===== config.mk =====
export PLATFORM = sky130hd
export DESIGN_NAME = lbh_ctrl
export DESIGN_NICKNAME = d
export VERILOG_FILES = /design/src/rtl/lbh_pkg.sv /design/src/rtl/lbh_ctrl.sv
export SDC_FILE = /design/constraint.sdc
export NUM_CORES = 1
export LEC_CHECK = 0
export ABC_AREA = 1
export BUFFER_PORTS_ARGS = -buffer_cell sky130_fd_sc_hd__buf_2
export CAP_MARGIN = 20
export CORE_MARGIN = 3
export CORE_UTILIZATION = 48
export CTS_CLUSTER_SIZE = 25
export DETAILED_ROUTE_END_ITERATION = 6
export GPL_TIMING_DRIVEN = 0
export PLACE_DENSITY = 0.78
export SETUP_SLACK_MARGIN = 0.1
export SYNTH_ARGS = -nofsm -noshare
export SYNTH_HDL_FRONTEND = slang
export SYNTH_SLANG_ARGS = --single-unit

===== constraint.sdc =====
create_clock -name clk -period 2 [get_ports clk]
set_clock_uncertainty 0.05 [all_clocks]
set_input_delay 0.1 -clock clk [delete_from_list [all_inputs] [get_ports clk]]
set_output_delay 0.1 -clock clk [all_outputs]
set_load 0.02 [all_outputs]

===== src/rtl/lbh_pkg.sv =====
// ----------------------------------------------------------------------------
// lbh_pkg: shared types and constants of the log bucket latency histogram
// Holds the controller/datapath command set, the status bundle, register and
// opcode codes, and the elaboration-time builder of the Q16 power table.
// ----------------------------------------------------------------------------
`default_nettype none

package lbh_pkg;

  // input word opcodes
  localparam logic [1:0] OPC_RECORD = 2'd0;
  localparam logic [1:0] OPC_PCTL   = 2'd1;
  localparam logic [1:0] OPC_READ   = 2'd2;

  // configuration register indexes
  localparam logic [1:0] REG_LOWEST    = 2'd0;
  localparam logic [1:0] REG_HIGHEST   = 2'd1;
  localparam logic [1:0] REG_PRECISION = 2'd2;

  // precision codes
  localparam logic [1:0] PREC_32 = 2'd2;
  localparam logic [1:0] PREC_64 = 2'd3;

  // reset values of the registers
  localparam logic [63:0] LOWEST_RESET    = 64'd1;
  localparam logic [63:0] HIGHEST_RESET   = 64'd1000000;
  localparam logic [1:0]  PRECISION_RESET = 2'd1;

  // q16 one
  localparam logic [16:0] Q16_ONE = 17'h10000;

  // one command per cycle from controller to datapath
  typedef enum logic [4:0] {
    OP_NONE,
    OP_CLEAR,
    OP_CAPTURE,
    OP_LOG_LO,
    OP_LOG_HI,
    OP_LOG_C,
    OP_SAVE_LO,
    OP_SAVE_HI,
    OP_BINS,
    OP_INDEX,
    OP_READ_IDX,
    OP_UPDATE,
    OP_TMUL_HI,
    OP_TMUL_LO,
    OP_TSUM,
    OP_WALK_START,
    OP_WALK_STEP,
    OP_LARGEST,
    OP_EMPTY,
    OP_READ_BIN,
    OP_EMUL0,
    OP_EMUL1,
    OP_EADD,
    OP_ESHIFT,
    OP_PUSH
  } dp_op_t;

  // datapath status back to the controller
  typedef struct packed {
    logic       log_done;
    logic       clear_last;
    logic       walk_hit;
    logic       walk_end;
    logic       total_zero;
    logic [1:0] opcode;
  } dp_status_t;

  // bit-by-bit integer square root
  function automatic logic [63:0] isqrt64(logic [63:0] v_in);
    logic [63:0] v;
    logic [63:0] res;
    logic [63:0] bitv;
    v    = v_in;
    res  = 64'd0;
    bitv = 64'd1 << 62;
    for (int s = 0; s < 32; s++) begin
      if (bitv > v) bitv = bitv >> 2;
    end
    for (int s = 0; s < 32; s++) begin
      if (bitv != 64'd0) begin
        if (v >= res + bitv) begin
          v   = v - (res + bitv);
          res = (res >> 1) + bitv;
        end else begin
          res = res >> 1;
        end
        bitv = bitv >> 2;
      end
    end
    return res;
  endfunction

  // q16 value of 2^(k/64) from a chain of q30 square roots of two
  function automatic logic [16:0] pow_entry(logic [5:0] k);
    logic [63:0] roots [7];
    logic [63:0] acc;
    roots[0] = 64'd1 << 31;
    for (int j = 0; j < 6; j++) roots[j + 1] = isqrt64(roots[j] << 30);
    acc = 64'd1 << 30;
    for (int b = 0; b < 6; b++) begin
      if (k[b]) acc = (acc * roots[6 - b]) >> 30;
    end
    return 17'((acc + (64'd1 << 13)) >> 14);
  endfunction

endpackage

`default_nettype wire


===== src/rtl/lbh_ctrl.sv =====
// ----------------------------------------------------------------------------
// lbh_ctrl: sequencing state machine of the histogram
// Runs the clearing pass, takes one word at a time, refreshes the cached
// range after a register write and steps the datapath through each opcode.
// ----------------------------------------------------------------------------
`default_nettype none

module lbh_ctrl import lbh_pkg::*; (
  input  wire logic       clk,
  input  wire logic       rst,
  input  wire logic       cfg_wen,
  input  wire logic       s_tvalid,
  output logic            s_tready,
  output logic            m_tvalid,
  input  wire logic       m_tready,
  input  wire dp_status_t status,
  output dp_op_t          cmd
);

  typedef enum logic [4:0] {
    S_CLEAR, S_IDLE, S_DISPATCH,
    S_LO_GO, S_LO_WAIT, S_HI_GO, S_HI_WAIT, S_BINS,
    S_C_GO, S_C_WAIT, S_RD_IDX, S_UPDATE,
    S_TMUL_HI, S_TMUL_LO, S_TSUM, S_WALK_GO, S_WALK, S_LARGEST, S_EMPTY,
    S_RD_BIN, S_EMUL0, S_EMUL1, S_EADD, S_ESHIFT, S_FINISH
  } state_t;

  state_t state;
  state_t state_next;
  logic   dirty;
  logic   out_free;

  assign s_tready = (state == S_IDLE);
  assign out_free = !m_tvalid || m_tready;

  // next state and command
  always_comb begin
    state_next = state;
    cmd        = OP_NONE;
    unique case (state)
      S_CLEAR: begin
        cmd = OP_CLEAR;
        if (status.clear_last) state_next = S_IDLE;
      end
      S_IDLE: begin
        if (s_tvalid) begin
          cmd        = OP_CAPTURE;
          state_next = dirty ? S_LO_GO : S_DISPATCH;
        end
      end
      S_DISPATCH: begin
        unique case (status.opcode)
          OPC_RECORD: state_next = S_C_GO;
          OPC_PCTL:   state_next = status.total_zero ? S_EMPTY : S_TMUL_HI;
          OPC_READ:   state_next = S_RD_BIN;
          default:    state_next = S_IDLE;
        endcase
      end
      S_LO_GO: begin
        cmd        = OP_LOG_LO;
        state_next = S_LO_WAIT;
      end
      S_LO_WAIT: begin
        if (status.log_done) begin
          cmd        = OP_SAVE_LO;
          state_next = S_HI_GO;
        end
      end
      S_HI_GO: begin
        cmd        = OP_LOG_HI;
        state_next = S_HI_WAIT;
      end
      S_HI_WAIT: begin
        if (status.log_done) begin
          cmd        = OP_SAVE_HI;
          state_next = S_BINS;
        end
      end
      S_BINS: begin
        cmd        = OP_BINS;
        state_next = S_DISPATCH;
      end
      S_C_GO: begin
        cmd        = OP_LOG_C;
        state_next = S_C_WAIT;
      end
      S_C_WAIT: begin
        if (status.log_done) begin
          cmd        = OP_INDEX;
          state_next = S_RD_IDX;
        end
      end
      S_RD_IDX: begin
        cmd        = OP_READ_IDX;
        state_next = S_UPDATE;
      end
      S_UPDATE: begin
        cmd        = OP_UPDATE;
        state_next = S_IDLE;
      end
      S_TMUL_HI: begin
        cmd        = OP_TMUL_HI;
        state_next = S_TMUL_LO;
      end
      S_TMUL_LO: begin
        cmd        = OP_TMUL_LO;
        state_next = S_TSUM;
      end
      S_TSUM: begin
        cmd        = OP_TSUM;
        state_next = S_WALK_GO;
      end
      S_WALK_GO: begin
        cmd        = OP_WALK_START;
        state_next = S_WALK;
      end
      S_WALK: begin
        cmd = OP_WALK_STEP;
        if (status.walk_hit) state_next = S_EMUL0;
        else if (status.walk_end) state_next = S_LARGEST;
      end
      S_LARGEST: begin
        cmd        = OP_LARGEST;
        state_next = S_FINISH;
      end
      S_EMPTY: begin
        cmd        = OP_EMPTY;
        state_next = S_FINISH;
      end
      S_RD_BIN: begin
        cmd        = OP_READ_BIN;
        state_next = S_EMUL0;
      end
      S_EMUL0: begin
        cmd        = OP_EMUL0;
        state_next = S_EMUL1;
      end
      S_EMUL1: begin
        cmd        = OP_EMUL1;
        state_next = S_EADD;
      end
      S_EADD: begin
        cmd        = OP_EADD;
        state_next = S_ESHIFT;
      end
      S_ESHIFT: begin
        cmd        = OP_ESHIFT;
        state_next = S_FINISH;
      end
      S_FINISH: begin
        if (out_free) begin
          cmd        = OP_PUSH;
          state_next = S_IDLE;
        end
      end
      default: state_next = S_IDLE;
    endcase
  end

  // state, range refresh flag and output valid
  always_ff @(posedge clk) begin
    if (rst) begin
      state    <= S_CLEAR;
      dirty    <= 1'b1;
      m_tvalid <= 1'b0;
    end else begin
      state <= state_next;
      if (cfg_wen) dirty <= 1'b1;
      else if (state == S_BINS) dirty <= 1'b0;
      if (state == S_FINISH && out_free) m_tvalid <= 1'b1;
      else if (m_tready) m_tvalid <= 1'b0;
    end
  end

endmodule

`default_nettype wire


# After elaboration in Yosys (flattened, before gate mapping)
# Index checks and enable logic that the tools add are counted.
# totals
ff_bits	7
input_bits	12
mem_bits_ro	0
ramBits	0
latch_bits	0
mem_count	0
wordCells	65
# classes
mux	20
mul	0
n_div	0
reduce_logical	9
bitwise	0
n_eq_ne	33
shift	0
addsub	0
order_cmp	0
# ops
cell	n
5-bit case mux with 24 select lines	1
5-bit case mux with 22 select lines	1
5-bit 2-to-1 mux	10
5-bit equality test (second input constant)	9
5-bit by 4-bit equality test with 1-bit output (second input constant)	8
5-bit by 3-bit equality test with 1-bit output (second input constant)	4
5-bit case mux with 3 select lines	1
2-bit inequality test (second input constant)	6
5-bit by 2-bit equality test with 1-bit output (second input constant)	2
7-bit AND reduction	1
3-bit 2-to-1 mux	2
5-bit by 1-bit equality test with 1-bit output (second input constant)	1
5-bit logical NOT	1
4-bit 2-to-1 mux	1
1-bit 2-to-1 mux	3
3-bit inequality test (second input constant)	1
3-bit OR reduction	1
2-bit by 1-bit equality test with 1-bit output (second input constant)	1
2-bit equality test (second input constant)	1
2-bit logical NOT	1
2-bit 2-to-1 mux	1
2-bit nonzero test	1
2-bit OR reduction	1
1-bit logical AND	1
other kinds (2)	2

# Depth between registers and ports, before layout
# Gate-level depths: netlist (run 1).
# logic_depth
depth_word	4
mapped_depth	11
mapped_depth_nobuf	11

# Least setup slack after synthesis (run 1)
# Ideal clock, no wire load.
# synth_timing
path_kind	reg2reg
startpoint	register state[0]
endpoint	register state[0]
synth_period_minus_slack_ns	1.534
path_stages_with_launch	11
setup_slack_ns	0.466
setup_ns	0.064
required_time_ns	1.886
arrival_time_ns	1.420
cell_sequence	dfxtp_1 inv_2 nor2_1 nand2_1 nor2_1 nand2_1 nand3_1 nor2_1 nand2_1 nor2_1 nor2_1
# synth_via
elab_chain_cells	3
# synth_rtl
item	line	text
start: declaration	lbh_ctrl.sv:28	state_t state;
start signal: assignment	lbh_ctrl.sv:167	state <= state_next;
5-bit by 1-bit equality test with 1-bit output (*)	-	
net s_tready	lbh_ctrl.sv:13	output logic s_tready,
2-bit inequality test (no source line)	-	
7-bit AND reduction (no source line)	-	
# The timed path passes the listed nets; every way through them passes the cells marked *.
# A chain may end at the register's enable or synchronous reset.

# Final worst setup path (run 1)
# layout_timing
startpoint	register state[4]
endpoint	output cmd[3]
# layout_via
elab_chain_cells	2
# layout_rtl
item	line	text
5-bit equality test, or another cell as far along	lbh_ctrl.sv:40	unique case (state)
5-bit case mux with 24 select lines (*)	lbh_ctrl.sv:40	
end: declaration	lbh_ctrl.sv:17	output dp_op_t cmd
# Every way passes the cells marked *; elsewhere a longest branch is shown, timed or not.

==> results of run 1 <==
[worst min-delay path, delay by kind of cell]
kind | cells | cell delay, ns
buffers and inverters | 1 | 0.08
and+or+nand+nor | 3 | 0.25
[worst max-delay path by stage]
| stage | startpoint | endpoint | slack (ns) |
|---|---|---|---|
| detailed placement | state[0]$_SDFFE_PP0P_ | cmd[4] | 0.11 |
| finish | state[4]$_SDFFE_PP0P_ | cmd[3] | 0.20 |
| global placement | state[0]$_SDFFE_PP0P_ | cmd[4] | 0.08 |
| CTS | state[3]$_SDFFE_PP0P_ | cmd[4] | 0.09 |
| global route | state[4]$_SDFFE_PP0P_ | cmd[3] | 0.06 |
| floorplan | state[0]$_SDFFE_PP0P_ | state[0]$_SDFFE_PP0P_ | 0.47 |
[logic make-up (layout without fill, tap and decap cells)]
family / count (synthesis) / after routing
buffers and inverters: 27 / 51
and+or+nand+nor: 136 / 136
AOI/OAI and AO/OA: 14 / 14
DFF: 7 / 7
[through the flow]
step           power, mW  std cells  worst slack (ns)  utilization, %
5_1_grt             1.65        233            0.0607            64.8
4_1_cts             1.43        233            0.0907            62.3
6_report            1.52        233             0.197            64.8
3_5_place_dp        1.27        227             0.108            58.7
2_1_floorplan       1.00        184             0.466               -
3_3_place_gp        1.26        227            0.0752            58.7
[cell usage after synthesis (all sizes together)]
| library cell | count |
|---|---|
| buf | 3 |
| inv | 24 |
| o21ai | 4 |
| a31oi | 1 |
| a211oi | 2 |
| dfxtp | 7 |
| nor3b | 2 |
| nor3 | 4 |
| nor2 | 48 |
| nand4 | 13 |
| o211ai | 3 |
| a21oi | 4 |
| nand3 | 16 |
| nand2 | 52 |
| nand3b | 1 |
[repair_timing]
action / in CTS / in global routing
buffers inserted: 0 / 0
cloned: 0 / 0
resized for setup: 5 / 16
endpoints found under the hold margin: 3 / 0
hold buffers: 2 / 0
setup endpoints to repair: 5 / 5
[routing by layer]
layer  share of wire (%)  track usage (%)  wire length [um]  vias to the layer above
met5                   0                0                 0                        -
met3                 9.9             2.72               312                       30
met4                 5.4             18.9               169                        0
met1                  40             32.7              1250                      574
met2                  45             42.7              1420                       99
li1                    -                -                 -                      654
[registers in the layout (all words and copies together), names as in the netlist]
signal	cells
state	5
m_tvalid	1
dirty	1
[power groups by stage]
stage | clock (mW) | sequential [mW] | combinational, mW
floorplan | 0 | 0.221 | 0.780
global placement | 0 | 0.229 | 1.03
detailed placement | 0 | 0.230 | 1.04
CTS | 0.133 | 0.232 | 1.07
global route | 0.141 | 0.260 | 1.25
finish | 0.127 | 0.252 | 1.14
[layout make-up]
| type | count | area (sq um) |
|---|---|---|
| Tap cell | 25 | 31.3 |
| Sequential cell | 7 | 148 |
| Timing Repair Buffer | 20 | 110 |
| Inverter | 24 | 90.1 |
| Fill cell | 181 | 622 |
| Clock buffer | 4 | 26.3 |
| Buffer | 3 | 20.0 |
| Multi-Input combinational cell | 150 | 717 |
==> results.cfg, run 1 <==
[setup_path]
worstPathCellList = buf_2, inv_2, nand2_1, nor2_1, a211oi_2, nand4_1, buf_2
rrSetupSlack_ns = 0.35
crit_slowest_cell = dfxtp_1
critical_path_depth = 7
crit_top_cell = buf_2
rr_worst_depth = 9
path_max_fanout = 10
crit_type = reg2out
path_buf_inv = 3
critical_path.startpoint_type = flip-flop
cp_top_family = buffers and inverters
r2r-end = state[0]$_SDFFE_PP0P_
required_ns = 1.85
reg2reg_from = state[2]$_SDFFE_PP0P_
critPathMaxStageDelay_ns = 0.30
cp_data_arrival_time_ns = 1.65
cp-end-kind = output port

[clocking]
clkLatencyLatePin_ns = 0.25
cts_root_buf = clkbuf_4
clkTransAtPathRegs_ns = 0.05
cts_buffers = 3
clkSinkCount = 7
htreeDepth = 1
cts_tree = yes
cts_buffer_depth = 2

[yosys]
synth_xor_area_share_pct = 0
avgSynthCellArea_sq_um = 4.97
synth_adder_area_share_pct = 0
synth_area_sq_um = 915
muxShareOfSynthArea_pct = 0
synth_top_area_share_pct = 21.3
synth_top_family_by_area = simple AND/OR/NAND/NOR gates
synth_compound_area_share_pct = 9.17
syn_nets = 196
synth_top_area_cell = nand2_1
yosys.area_share.simple_pct = 64.0
syn-instance-count = 184
yosysWarnings = 0
ys_ff_latch = 7
synth_cell_type_count = 18
synth_top_cells_by_area = nand2_1, nor2_1, dfxtp_1
yosysSeqAreaShare_pct = 15.3

[sta]
setup_viol = 0
hold_slack_ns = 0.168
worstMarginPinSlew_ns = 0.317
max_freq_mhz = 555
min_period_ns = 1.80
hold_viol_final = 0
fin_setup_tns_ns = 0
slew_headroom_pct = 78.8
rsz0062_at_grt = true
finalCritPeriodShare_pct = 90.2
slew_viol_final = 0

[placed_design]
dp_hpwl_um = 2480
portBuffers = 18
place.gp.congestion = 1.07
dpl_cell_area_sq_um = 1040

[grt]
grt_pass1_wl_um = 5130
grt_pass1_vias = 1229
grt_util_all_layers_pct = 26.6
grt_overflow = 0
grt_max_degree = 11
antenna_found_initial = 0

[finish]
area_growth_pct = 24.9
layout-drive-gt1-share_pct = 19.7
layout.nets = 221
layout_common_cells = nand2_1, nor2_1, inv_1, buf_2, nand3_1
layout_commonest_cell = nand2_1
stdcell_area_sq_um = 1140
diodes = 0

[drt]
drtIter0Drc = 115
vias = 1357
routed_wl_um = 3150
drtPass1Iterations = 7
drtAntennaViolNets = 0
wire_per_inst_um = 13.5
vias_per_cell = 5.82
drcViolationCount = 1

[power]
p_seq_share_pct = 16.6
p_leak_nw = 0.657
powerDensity_nw_per_um2 = 1330
swShare_pct = 58.8
p_int_uw = 627
pwr-share-comb_pct = 75.1
clockPowerShare_pct = 8.3
switching_power_uw = 894
peakVddDrop_mv = 0.877

[flow_run]
cap_violations = 0

[run_status]
violations = design-rule violations
status = complete, but fails checks

[floorplan]
die_h_um = 49.7
die_width_um = 49.7
fp-row-count = 15
io_pins = 19
start_util_pct = 51.8
fp.coreArea_sq_um = 1760
dieArea_sq_um = 2470

[hold_path]
holdPathStages = 4
hp-class = in2reg
min_from = m_tready
min_delay_worst_endpoint = m_tvalid$_SDFFE_PP0P_
(Power assumes the default switching activity.)
==> run 2, diff against run 1 <==
- CORE_UTILIZATION: 48 -> 40
- PLACE_DENSITY: 0.78 -> 0.72
==> results.cfg, run 2 (synthesis results as in run 1) <==
[floorplan]
io_pins = 19
dieArea_sq_um = 2900
die_width_um = 53.8
fp.coreArea_sq_um = 2060
start_util_pct = 44.4
fp-row-count = 16
die_h_um = 53.8

[setup_path]
path_buf_inv = 3
crit_top_cell = buf_2
rrSetupSlack_ns = 0.41
r2r-end = state[0]$_SDFFE_PP0P_
crit_type = reg2out
cp-end-kind = output port
path_max_fanout = 10
crit_slowest_cell = dfxtp_1
required_ns = 1.85
critPathMaxStageDelay_ns = 0.30
cp_data_arrival_time_ns = 1.68
reg2reg_from = state[4]$_SDFFE_PP0P_
worstPathCellList = buf_2, inv_2, nand2_1, nor2_1, a211oi_1, nand4_1, buf_2
cp_top_family = buffers and inverters
critical_path.startpoint_type = flip-flop
crit_path_start = state[4]$_SDFFE_PP0P_
rr_worst_depth = 10

[drt]
wire_per_inst_um = 13.0
vias = 1273
drtAntennaViolNets = 0
drtIter0Drc = 101
drcViolationCount = 0
vias_per_cell = 5.44
drtPass1Iterations = 4
routed_wl_um = 3030

[finish]
largest_register_ffs = 5
regMostFlops = state
diodes = 0
area_growth_pct = 24.2
layout_commonest_cell = nand2_1
layout_common_cells = nand2_1, nor2_1, inv_1, buf_2, nand3_1
layout-drive-gt1-share_pct = 20.3
final_cells = 234
fillCellCount = 239
layout.nets = 220
top_regs = state: 5 flops, dirty: 1 flops, m_tvalid: 1 flops

[sta]
worstMarginPinSlew_ns = 0.346
fin_setup_tns_ns = 0
finalCritPeriodShare_pct = 91.3
slew_headroom_pct = 76.9
rsz0062_at_grt = true
min_period_ns = 1.83
hold_viol_final = 0
slew_viol_final = 0
max_freq_mhz = 548
setup_viol = 0

[placed_design]
portBuffers = 18
dp_hpwl_um = 2430
place.gp.congestion = 1.01
dp_cells = 229

[hold_path]
min_delay_worst_endpoint = m_tvalid$_SDFFE_PP0P_
holdPathStages = 2
hp-class = in2reg
min_from = rst

[clocking]
cts_tree = yes
clkTransAtPathRegs_ns = 0.06
cts_buffer_depth = 2
htreeDepth = 1
cts_root_buf = clkbuf_4
clkSinkCount = 7
cts_buffers = 3
clkLatencyLatePin_ns = 0.25

[grt]
grt_util_all_layers_pct = 24.1
grt_pass1_wl_um = 5090
antenna_found_initial = 0
grt_max_degree = 11
grt_pass1_vias = 1139
grt_overflow = 0

[run_status]
status = finished, final reports clean

[power]
p_leak_nw = 0.654
peakVddDrop_mv = 0.695
powerDensity_nw_per_um2 = 1320

[flow_run]
cap_violations = 0
## run 2: changes by cell type in the layout (fill, tap and decap cells not counted)
cell,previous run,this run
buf_2,19,20
clkinv_2,0,1
dfxtp_2,3,2
buf_4,1,0
clkbuf_1,1,0
dlygate4sd3_1,2,1
dfxtp_4,1,2
## run 2: power by group
| group | internal [mW] | total (mW) | switching [mW] | leakage (nW) |
|---|---|---|---|---|
| Clock | 0.0732 | 0.129 | 0.0558 | 0.0177 |
| Combinational | 0.360 | 1.12 | 0.755 | 0.577 |
| Sequential | 0.191 | 0.260 | 0.0691 | 0.0594 |
## run 2: stage by stage
step	hold slack (ns)	utilization [%]	cell area [sq um]	setup WS [ns]	power, mW
2_1_floorplan	0.119	-	915	0.466	1.00
3_3_place_gp	0.226	50.4	1040	0.143	1.29
3_5_place_dp	0.230	50.4	1040	0.203	1.28
4_1_cts	0.00399	53.0	1090	0.102	1.43
5_1_grt	0.00267	55.1	1140	0.0738	1.67
6_report	0.0123	55.1	1140	0.175	1.50
## run 2: worst max-delay path by stage
stage / to / depth (start not counted)
after floorplan: state[0]$_SDFFE_PP0P_ / 10
after detailed placement: cmd[4] / 7
after global placement: cmd[4] / 7
after CTS: cmd[4] / 7
final: cmd[2] / 7
after global routing: cmd[2] / 7
## run 2: timing repair
| item | in CTS | in global routing |
|---|---|---|
| cloned | 0 | 0 |
| pin swaps | 0 | 2 |
| hold buffers | 1 | 0 |
| endpoints found under the hold margin | 1 | 0 |
| gates resized for setup | 5 | 15 |
| setup endpoints to repair | 5 | 5 |
| buffers inserted | 0 | 0 |
## run 2: layout make-up
cell class / count / area, sq um / share of cell area [%]
inverter: 24 / 90.1 / 7.93
multi-input combinational: 150 / 717 / 63.1
clock buffer: 3 / 22.5 / 1.98
buffer: 3 / 17.5 / 1.54
clock inverter: 1 / 5.00 / 0.441
tap: 27 / 33.8 / 2.97
sequential: 7 / 150 / 13.2
timing repair buffer: 19 / 100 / 8.81
## run 2: metal layers
metal  GRT usage [%]  up-vias  share of wire, %
li1                -      648                 -
met1            32.9      546                45
met2            37.9       69                43
met3            4.43       10               9.2
met4            7.66        0               2.8
met5               0        -                 0
